[src/rtl/core/csr_pkg.sv]
// Shared types and constants for the Courant step reduction block.
// Depends on nothing; every csr_* module refers to it by scoped names.
`default_nettype none

package csr_pkg;

  // Mesh geometry
  localparam int unsigned NODES_PER_ELEMENT = 27;
  localparam int unsigned Axes              = 3;

  // Field widths
  localparam int unsigned CoordW = 32;
  localparam int unsigned SumW   = 37;
  localparam int unsigned ExtW   = 32;
  localparam int unsigned QuoW   = 32;
  localparam int unsigned FracW  = 16;

  // Widths derived from the node count
  localparam int unsigned NodesW = $clog2(NODES_PER_ELEMENT + 1);
  localparam int unsigned ProdW  = ExtW + NodesW;
  localparam int unsigned CntW   = $clog2(QuoW);

  // Job queue depth
  localparam int unsigned QDepth = 2;
  localparam int unsigned QPtrW  = $clog2(QDepth);
  localparam int unsigned QCntW  = $clog2(QDepth + 1);

  // Reset and saturation values
  localparam logic [CoordW-1:0] CoordMost  = {1'b0, {(CoordW-1){1'b1}}};
  localparam logic [CoordW-1:0] CoordLeast = {1'b1, {(CoordW-1){1'b0}}};
  localparam logic [SumW-1:0]   SumMax     = {1'b0, {(SumW-1){1'b1}}};
  localparam logic [SumW-1:0]   SumMin     = {1'b1, {(SumW-1){1'b0}}};
  localparam logic [QuoW-1:0]   StepSat    = {QuoW{1'b1}};

  // One closed element, waiting for the divider
  typedef struct packed {
    logic [Axes-1:0][ExtW-1:0] ext;
    logic [Axes-1:0][SumW-1:0] vsum;
    logic                      eom;
  } job_t;

  // Queue status seen by both sides
  typedef struct packed {
    logic valid;
    logic full;
  } q_status_t;

endpackage

`default_nettype wire

[src/rtl/core/csr_front.sv]
// Front end: accepts mesh nodes, tracks per-element extents and velocity sums.
// Depends on csr_pkg; pushes one job per closed element into csr_queue.
`default_nettype none

module csr_front (
  input  wire logic                   clk,
  input  wire logic                   rst,
  input  wire logic                   s_tvalid,
  output logic                        s_tready,
  input  wire logic [191:0]           s_tdata,  // node_x, node_y, node_z, vel_x, vel_y, vel_z
  input  wire logic                   s_tlast,  // end_of_element
  input  wire logic [0:0]             s_tuser,  // end_of_mesh
  input  wire csr_pkg::q_status_t     q_stat,
  output logic                        push,
  output csr_pkg::job_t               job
);

  logic [csr_pkg::CoordW-1:0] axis_min [csr_pkg::Axes];
  logic [csr_pkg::CoordW-1:0] axis_max [csr_pkg::Axes];
  logic [csr_pkg::SumW-1:0]   velocity_sum [csr_pkg::Axes];

  logic [csr_pkg::CoordW-1:0] coord [csr_pkg::Axes];
  logic [csr_pkg::CoordW-1:0] vel [csr_pkg::Axes];
  logic [csr_pkg::CoordW-1:0] min_next [csr_pkg::Axes];
  logic [csr_pkg::CoordW-1:0] max_next [csr_pkg::Axes];
  logic [csr_pkg::SumW-1:0]   sum_next [csr_pkg::Axes];
  logic [csr_pkg::SumW:0]     sum_wide [csr_pkg::Axes];
  logic [csr_pkg::CoordW:0]   span [csr_pkg::Axes];

  logic accept;
  logic close;

  assign s_tready = !rst && !q_stat.full;
  assign accept   = s_tvalid && s_tready;
  assign close    = s_tlast || s_tuser[0];
  assign push     = accept && close;

  // Fold the incoming node into each axis lane
  always_comb begin
    for (int a = 0; a < csr_pkg::Axes; a++) begin
      coord[a] = s_tdata[a*csr_pkg::CoordW +: csr_pkg::CoordW];
      vel[a]   = s_tdata[(csr_pkg::Axes + a)*csr_pkg::CoordW +: csr_pkg::CoordW];

      min_next[a] = ($signed(coord[a]) < $signed(axis_min[a])) ? coord[a] : axis_min[a];
      max_next[a] = ($signed(coord[a]) > $signed(axis_max[a])) ? coord[a] : axis_max[a];

      sum_wide[a] = {velocity_sum[a][csr_pkg::SumW-1], velocity_sum[a]}
                  + {{(csr_pkg::SumW+1-csr_pkg::CoordW){vel[a][csr_pkg::CoordW-1]}}, vel[a]};
      if (sum_wide[a][csr_pkg::SumW] != sum_wide[a][csr_pkg::SumW-1]) begin
        sum_next[a] = sum_wide[a][csr_pkg::SumW] ? csr_pkg::SumMin : csr_pkg::SumMax;
      end else begin
        sum_next[a] = sum_wide[a][csr_pkg::SumW-1:0];
      end

      // Extent clamps at zero
      span[a] = {max_next[a][csr_pkg::CoordW-1], max_next[a]}
              - {min_next[a][csr_pkg::CoordW-1], min_next[a]};
      job.ext[a]  = span[a][csr_pkg::CoordW] ? '0 : span[a][csr_pkg::ExtW-1:0];
      job.vsum[a] = sum_next[a];
    end
    job.eom = s_tuser[0];
  end

  // Hold element state; clear it once the element closes
  always_ff @(posedge clk) begin
    if (rst) begin
      for (int a = 0; a < csr_pkg::Axes; a++) begin
        axis_min[a]     <= csr_pkg::CoordMost;
        axis_max[a]     <= csr_pkg::CoordLeast;
        velocity_sum[a] <= '0;
      end
    end else if (accept) begin
      for (int a = 0; a < csr_pkg::Axes; a++) begin
        if (close) begin
          axis_min[a]     <= csr_pkg::CoordMost;
          axis_max[a]     <= csr_pkg::CoordLeast;
          velocity_sum[a] <= '0;
        end else begin
          axis_min[a]     <= min_next[a];
          axis_max[a]     <= max_next[a];
          velocity_sum[a] <= sum_next[a];
        end
      end
    end
  end

endmodule

`default_nettype wire

[src/rtl/core/csr_queue.sv]
// Short job queue between the node front end and the divider back end.
// Depends on csr_pkg for the job type and depth.
`default_nettype none

module csr_queue (
  input  wire logic               clk,
  input  wire logic               rst,
  input  wire logic               push,
  input  wire csr_pkg::job_t      wr_job,
  input  wire logic               pop,
  output csr_pkg::job_t           rd_job,
  output csr_pkg::q_status_t      stat
);

  csr_pkg::job_t               entries [csr_pkg::QDepth];
  logic [csr_pkg::QPtrW-1:0]   wr_ptr;
  logic [csr_pkg::QPtrW-1:0]   rd_ptr;
  logic [csr_pkg::QCntW-1:0]   count;

  assign rd_job     = entries[rd_ptr];
  assign stat.valid = (count != '0);
  assign stat.full  = (count == csr_pkg::QCntW'(csr_pkg::QDepth));

  // Write the entry; payload needs no reset
  always_ff @(posedge clk) begin
    if (push) begin
      entries[wr_ptr] <= wr_job;
    end
  end

  // Advance pointers and occupancy
  always_ff @(posedge clk) begin
    if (rst) begin
      wr_ptr <= '0;
      rd_ptr <= '0;
      count  <= '0;
    end else begin
      if (push) begin
        wr_ptr <= (wr_ptr == csr_pkg::QPtrW'(csr_pkg::QDepth - 1)) ? '0 : wr_ptr + 1'b1;
      end
      if (pop) begin
        rd_ptr <= (rd_ptr == csr_pkg::QPtrW'(csr_pkg::QDepth - 1)) ? '0 : rd_ptr + 1'b1;
      end
      unique case ({push, pop})
        2'b10:   count <= count + 1'b1;
        2'b01:   count <= count - 1'b1;
        default: count <= count;
      endcase
    end
  end

endmodule

`default_nettype wire

[src/rtl/core/csr_back.sv]
// Back end: three radix-2 divider lanes, element minimum and running minimum.
// Depends on csr_pkg; takes jobs from csr_queue and drives the result stream.
`default_nettype none

module csr_back (
  input  wire logic               clk,
  input  wire logic               rst,
  input  wire csr_pkg::q_status_t q_stat,
  input  wire csr_pkg::job_t      q_job,
  output logic                    pop,
  output logic                    m_tvalid,
  input  wire logic               m_tready,
  output logic [63:0]             m_tdata,  // element_step, running_step
  output logic                    m_tlast   // final_result
);

  localparam logic [1:0] ST_IDLE = 2'd0;
  localparam logic [1:0] ST_DIV  = 2'd1;
  localparam logic [1:0] ST_DONE = 2'd2;

  logic [1:0]                  state;
  logic [csr_pkg::CntW-1:0]    cnt;
  logic                        eom;
  logic [csr_pkg::QuoW-1:0]    least_step;
  logic [csr_pkg::QuoW-1:0]    element_step;
  logic [csr_pkg::QuoW-1:0]    running_step;

  // Divider lane registers
  logic [csr_pkg::SumW-1:0]    rem [csr_pkg::Axes];
  logic [csr_pkg::SumW-1:0]    mag [csr_pkg::Axes];
  logic [csr_pkg::QuoW-1:0]    low [csr_pkg::Axes];
  logic [csr_pkg::QuoW-1:0]    quo [csr_pkg::Axes];
  logic                        sat [csr_pkg::Axes];

  // Lane logic
  logic [csr_pkg::ProdW-1:0]   prod [csr_pkg::Axes];
  logic [csr_pkg::SumW-1:0]    hi_ext [csr_pkg::Axes];
  logic [csr_pkg::SumW-1:0]    mag_in [csr_pkg::Axes];
  logic                        ovf_in [csr_pkg::Axes];
  logic [csr_pkg::SumW:0]      trial [csr_pkg::Axes];
  logic [csr_pkg::SumW:0]      trial_diff [csr_pkg::Axes];
  logic                        fits [csr_pkg::Axes];
  logic [csr_pkg::QuoW-1:0]    axis_step [csr_pkg::Axes];

  logic [csr_pkg::QuoW-1:0]    pair_min;
  logic [csr_pkg::QuoW-1:0]    el_min;
  logic [csr_pkg::QuoW-1:0]    run_min;
  logic                        out_free;

  assign out_free = !m_tvalid || m_tready;
  assign pop      = (state == ST_IDLE) && q_stat.valid;

  // Prepare dividend and divisor, and take one quotient bit per cycle
  always_comb begin
    for (int a = 0; a < csr_pkg::Axes; a++) begin
      prod[a]   = csr_pkg::ProdW'(q_job.ext[a])
                * csr_pkg::ProdW'(csr_pkg::NODES_PER_ELEMENT);
      hi_ext[a] = csr_pkg::SumW'(prod[a][csr_pkg::ProdW-1:csr_pkg::FracW]);
      mag_in[a] = q_job.vsum[a][csr_pkg::SumW-1] ? (~q_job.vsum[a] + 1'b1) : q_job.vsum[a];
      // A zero divisor always lands here as well
      ovf_in[a] = (hi_ext[a] >= mag_in[a]);

      trial[a]      = {rem[a], low[a][csr_pkg::QuoW-1]};
      trial_diff[a] = trial[a] - {1'b0, mag[a]};
      fits[a]       = (trial[a] >= {1'b0, mag[a]});

      axis_step[a]  = sat[a] ? csr_pkg::StepSat : quo[a];
    end
  end

  // Reduce the three axis steps and fold into the running minimum
  always_comb begin
    pair_min = (axis_step[1] < axis_step[0]) ? axis_step[1] : axis_step[0];
    el_min   = (axis_step[2] < pair_min) ? axis_step[2] : pair_min;
    run_min  = (el_min < least_step) ? el_min : least_step;
  end

  // Divider lanes: load from the queue, then shift and subtract
  always_ff @(posedge clk) begin
    for (int a = 0; a < csr_pkg::Axes; a++) begin
      if (pop) begin
        mag[a] <= mag_in[a];
        sat[a] <= ovf_in[a];
        rem[a] <= ovf_in[a] ? '0 : hi_ext[a];
        low[a] <= {prod[a][csr_pkg::FracW-1:0], {(csr_pkg::QuoW-csr_pkg::FracW){1'b0}}};
        quo[a] <= '0;
      end else if (state == ST_DIV) begin
        rem[a] <= fits[a] ? trial_diff[a][csr_pkg::SumW-1:0] : trial[a][csr_pkg::SumW-1:0];
        low[a] <= {low[a][csr_pkg::QuoW-2:0], 1'b0};
        quo[a] <= {quo[a][csr_pkg::QuoW-2:0], fits[a]};
      end
    end
    if (pop) begin
      eom <= q_job.eom;
    end
  end

  // Sequence one element and register its result
  always_ff @(posedge clk) begin
    if (rst) begin
      state      <= ST_IDLE;
      cnt        <= '0;
      least_step <= csr_pkg::StepSat;
      m_tvalid   <= 1'b0;
    end else begin
      // Raise valid on a finished element, drop it once the transaction completes
      if ((state == ST_DONE) && out_free) begin
        m_tvalid <= 1'b1;
      end else if (m_tready) begin
        m_tvalid <= 1'b0;
      end
      unique case (state)
        ST_IDLE: begin
          if (pop) begin
            cnt   <= csr_pkg::CntW'(csr_pkg::QuoW - 1);
            state <= ST_DIV;
          end
        end
        ST_DIV: begin
          cnt <= cnt - 1'b1;
          if (cnt == '0) begin
            state <= ST_DONE;
          end
        end
        ST_DONE: begin
          if (out_free) begin
            least_step <= eom ? csr_pkg::StepSat : run_min;
            state      <= ST_IDLE;
          end
        end
        default: state <= ST_IDLE;
      endcase
    end
  end

  // Output payload
  always_ff @(posedge clk) begin
    if ((state == ST_DONE) && out_free) begin
      element_step <= el_min;
      running_step <= run_min;
      m_tlast      <= eom;
    end
  end

  assign m_tdata = {running_step, element_step};

endmodule

`default_nettype wire

[src/rtl/core/courant_step_reduction_unit.sv]
// Top level of the Courant step reduction block.
// Depends on csr_pkg, csr_front, csr_queue and csr_back.
//
// Usage:
//   Slave stream s_*: one mesh node per transaction. s_tdata carries the
//   coordinates and velocities (signed Q16.16), s_tlast marks the last node
//   of an element, s_tuser[0] marks the last node of the mesh.
//   Master stream m_*: one transaction per closed element. m_tdata carries
//   the element's smallest axis step and the running minimum (unsigned
//   Q16.16, all ones when saturated); m_tlast is set on the end-of-mesh
//   result, after which the running minimum starts over.
// Throughput: the front end takes one node per cycle while the job queue has room.
//   Each closed element holds the divider through load, 32 quotient bits and
//   result; the three radix-2 divider lanes run side by side, and the next job is
//   taken from the queue only once the result is registered.
// Path: closing node, job queue, divider load, quotient steps, output register.
// Stalls: a two-entry job queue lets nodes flow while the divider works and
//   while a result waits on m_tready; s_tready drops only with the queue full.
// Reset: rst, synchronous, clears element state, the queue and the running
//   minimum; the block accepts nodes in the first cycle after reset.
`default_nettype none

module courant_step_reduction_unit (
  input  wire logic         clk,
  input  wire logic         rst,
  input  wire logic         s_tvalid,
  output logic              s_tready,
  input  wire logic [191:0] s_tdata,  // node_x, node_y, node_z, vel_x, vel_y, vel_z
  input  wire logic         s_tlast,  // end_of_element
  input  wire logic [0:0]   s_tuser,  // end_of_mesh
  output logic              m_tvalid,
  input  wire logic         m_tready,
  output logic [63:0]       m_tdata,  // element_step, running_step
  output logic              m_tlast   // final_result
);

  csr_pkg::q_status_t q_stat;
  csr_pkg::job_t      wr_job;
  csr_pkg::job_t      rd_job;
  logic               q_push;
  logic               q_pop;

  csr_front u_front (
    .clk      (clk),
    .rst      (rst),
    .s_tvalid (s_tvalid),
    .s_tready (s_tready),
    .s_tdata  (s_tdata),
    .s_tlast  (s_tlast),
    .s_tuser  (s_tuser),
    .q_stat   (q_stat),
    .push     (q_push),
    .job      (wr_job)
  );

  csr_queue u_queue (
    .clk    (clk),
    .rst    (rst),
    .push   (q_push),
    .wr_job (wr_job),
    .pop    (q_pop),
    .rd_job (rd_job),
    .stat   (q_stat)
  );

  csr_back u_back (
    .clk      (clk),
    .rst      (rst),
    .q_stat   (q_stat),
    .q_job    (rd_job),
    .pop      (q_pop),
    .m_tvalid (m_tvalid),
    .m_tready (m_tready),
    .m_tdata  (m_tdata),
    .m_tlast  (m_tlast)
  );

  // Never push into a full queue
  assert property (@(posedge clk) disable iff (rst) q_push |-> !q_stat.full)
    else $error("job pushed into full queue");

  // Never pop an empty queue
  assert property (@(posedge clk) disable iff (rst) q_pop |-> q_stat.valid)
    else $error("job popped from empty queue");

  // Running minimum never exceeds the element step it includes
  assert property (@(posedge clk) disable iff (rst)
    m_tvalid |-> (m_tdata[63:32] <= m_tdata[31:0]))
    else $error("running step above element step");

endmodule

`default_nettype wire
[config.mk]
export PLATFORM = sky130hd
export DESIGN_NAME = courant_step_reduction_unit
export DESIGN_NICKNAME = d
export VERILOG_FILES = /design/src/rtl/core/csr_pkg.sv /design/src/rtl/core/csr_front.sv /design/src/rtl/core/csr_queue.sv /design/src/rtl/core/csr_back.sv /design/src/rtl/core/courant_step_reduction_unit.sv
export SDC_FILE = /design/constraint.sdc
export NUM_CORES = 2
export LEC_CHECK = 0
export ABC_AREA = 1
export ABC_CLOCK_PERIOD_IN_PS = 37200
export BUFFER_PORTS_ARGS = -buffer_cell sky130_fd_sc_hd__buf_4
export CAP_MARGIN = 30
export CORE_ASPECT_RATIO = 1.1
export CORE_MARGIN = 2
export CORE_UTILIZATION = 29
export DETAILED_ROUTE_END_ITERATION = 16
export GPL_TIMING_DRIVEN = 0
export PLACE_DENSITY = 0.4
export SETUP_SLACK_MARGIN = 0.1
export SLEW_MARGIN = 10
export SYNTH_ARGS = -nofsm -noshare
export SYNTH_HDL_FRONTEND = slang
export SYNTH_SLANG_ARGS = --single-unit
[constraint.sdc]
create_clock -name clk -period 37.2 [get_ports clk]
set_clock_uncertainty 0.15 [all_clocks]
set_input_delay 7.44 -clock clk [delete_from_list [all_inputs] [get_ports clk]]
set_output_delay 7.44 -clock clk [all_outputs]
set_load 0.01 [all_outputs]
==> impl_metrics.yaml <==
route:
  vias: 65802
  wl_per_cell_um: 18.32
  detail-route-antenna-nets: 1
  drt-initial-drc-count: 3494
  avgViaCountPerCell: 4.640
  dr.pass1.iters: 5
  drc: 0
  drt-total-wl_mm: 259.8
sta:
  max_freq_mhz: 63.68
  setup_ws_ns: 21.50
  maxSlewHeadroom: 0.2956
  fin_tns_setup_ns: 0
  rsz0062_at_grt: "false"
  fin_crit_sh: 0.4221
  slew_violations: 0
  fin_crit_ns: 15.70
  worst_pin_slew_ns: 1.046
  finalSetupViolCount: 0
  hold_violations: 0
worst_setup_path:
  r2r_end: "u_back.rem[0][1]"
  critPathCaptureType: "primary output"
  critical_path_buf_inv_count: 2
  cp_slowest_stage_delay_ns: 0.32
  path_max_fanout: 5
  worstSetupPathType: "in -> out"
  cp_num_cells: 3
  critPathArrivalTime_ns: 8.11
  rrSetupSlack_ns: 24.90
  crit_chain: "clkbuf_1 > a21oi_1 > buf_4"
  worstSetupStartpointType: "input pin"
  ff2ff_path_depth: 43
  cp_slowest_cell: "a21oi_1"
  cp.required_ns: 29.61
  path_delay_family: "buffers and inverters"
final_layout:
  final_area_um2: 98910
  nFillCells: 30696
  drive_above_1_share: 0.08373
  layout_commonest_cell: "nand2_1"
  area_delta_synth_final_pct: 15.36
  final_nets: 11412
  layout_common_cells: "1,770 x nand2_1, 1,584 x inv_1, 1,154 x edfxtp_1"
worst_hold_path:
  holdPathStages: 1
  hp-start: "u_queue.rd_ptr"
  worst_hold_path_type: "reg -> reg"
floorplan:
  row_count: 209
  initial_core_util: 0.2912
  die-area_um2: 300000
  io-pin-count: 265
  die_x_um: 522.4
  core_area_um2: 294500
  die_y_um: 574.3
clock_tree:
  clock-root-buffer: "clkbuf_16"
  numCtsBuffers: 161
  post_cts_resize_count: 0
  cts_max_level: 4
  cts_setup_buffers: 0
  cts.sinks: 1199
  cts_tree: "built"
  cts.hold.buffers_added: 0
  clk_latency_ns: 0.86
  clk_pin_slew_worst_paths_ns: 0.05
  clk_path_buf_depth: 4
synthesis:
  avgSynthCellArea_um2: 8.867
  syn_inst: 9669
  ys_seq_area_frac: 0.4147
  synth_top_flop_cell: "edfxtp_1"
  synth_cell_type_count: 77
  synth-edff-count: 1154
  synth_area_um2: 85740
  ys_seq_elements: 1199
  synth_nets: 10936
  ys_warn_count: 0
  async_flop_share: 0
placed_design:
  placed_area_um2: 93530
  dp_hpwl_mm: 208.0
  dpl_worst_slack_ns: 21.34
  io_buffers: 263
  gp_congestion: 0.8526
global_route:
  grt_max_degree: 98
  track_usage: 0.1701
  grt_pass1_wl_mm: 395.9
  grt_overflow_total: 0
  grt_pass1_vias: 66612
  antenna_found_initial: 16
status:
  status: "finished, violations left"
  failed_checks: "antenna rules"
flow_run:
  maxCapViolations: 0
[worst reg2reg max path: cells and delay by family (launching register included)]
family                     cells  cell delay [ns]
adders and majority gates      5             1.85
buffers and inverters         16             5.05
DFF                            1             0.46
and+or+nand+nor               10             1.27
xor gates and xnor gates       1             0.52
AOI/OAI and AO/OA             11             2.74
[Yosys cell counts (157+ instances only)]
cell type  number  area share
nand2_1      1771       0.078
inv_1        1586       0.069
clkbuf_1      188      0.0082
nand3_1       228       0.013
nor2_1        659       0.029
edfxtp_1     1154        0.40
ha_1          889        0.13
xor2_1        313       0.032
a21oi_1       879       0.051
fa_1          180       0.042
o21ai_0       712       0.042
xnor2_1       157       0.016
[layer usage]
layer	global-route usage	part of all wire	vias up
li1	-	-	33450
met1	0.2159	0.44	31019
met2	0.3018	0.50	1024
met3	0.01902	0.033	309
met4	0.04875	0.029	0
met5	0	0	-
[stage by stage]
| step | cells | hold WS [ns] | utilization |
|---|---|---|---|
| 3_3_place_gp | 13835 | 0.2904 | 0.3145 |
| 2_1_floorplan | 9669 | 0.2757 | - |
| 6_report | 14182 | 0.3094 | 0.3359 |
| 5_1_grt | 14176 | 0.3290 | 0.3359 |
| 3_5_place_dp | 13882 | 0.3027 | 0.3176 |
| 4_1_cts | 14171 | 0.3090 | 0.3358 |
[flip-flops by register name, summed over array words and instances (netlist names), 5 cells and up, named ones only]
register and flops:
u_back.low 48, u_back.running_step 32, u_back.element_step 32, u_front.velocity_sum 111
u_back.mag 111, u_back.rem 111, u_back.quo 96, u_back.least_step 32
u_front.axis_min 96, u_queue.entries 416, u_back.cnt 5, u_front.axis_max 96
[how the worst max path moves through the flow]
stage	slack, ns	end	from
5_1_grt	21.34	s_tready	rst
3_3_place_gp	12.18	u_queue.entries[0][8]	rst
4_1_cts	21.34	s_tready	rst
2_1_floorplan	19.45	u_queue.entries[1][0]	rst
3_5_place_dp	21.34	s_tready	rst
6_report	21.50	s_tready	rst
[logic make-up (layout without fill, tap and decap cells)]
logic type / after synthesis / count (layout) / synth area share
adder cells (fa/ha/maj): 1069 / 1069 / 0.1718
AO/OA/AOI/OAI: 1987 / 1987 / 0.1274
other: 0 / 8 / 0
flip-flops: 1199 / 1199 / 0.4147
AND/OR/NAND/NOR: 3013 / 3013 / 0.1466
buffers and inverters: 1867 / 2469 / 0.08359
XOR/XNOR: 473 / 473 / 0.04858
multiplexers: 61 / 61 / 0.007442
[layout make-up]
cell class | instances | area (um2) | share of cell area
Sequential cell | 1199 | 35550 | 0.3595
Multi-Input combinational cell | 6603 | 43060 | 0.4353
Antenna cell | 8 | 20.02 | 0.0002024
Clock buffer | 191 | 4203 | 0.04249
Tap cell | 3903 | 4883 | 0.04937
Buffer | 260 | 1140 | 0.01152
Clock inverter | 98 | 1140 | 0.01152
Inverter | 1607 | 6047 | 0.06114
Timing Repair Buffer | 313 | 2867 | 0.02898
Power is not shown: default switching activity piles up to over one toggle a cycle in this logic, so the estimate is an artifact.
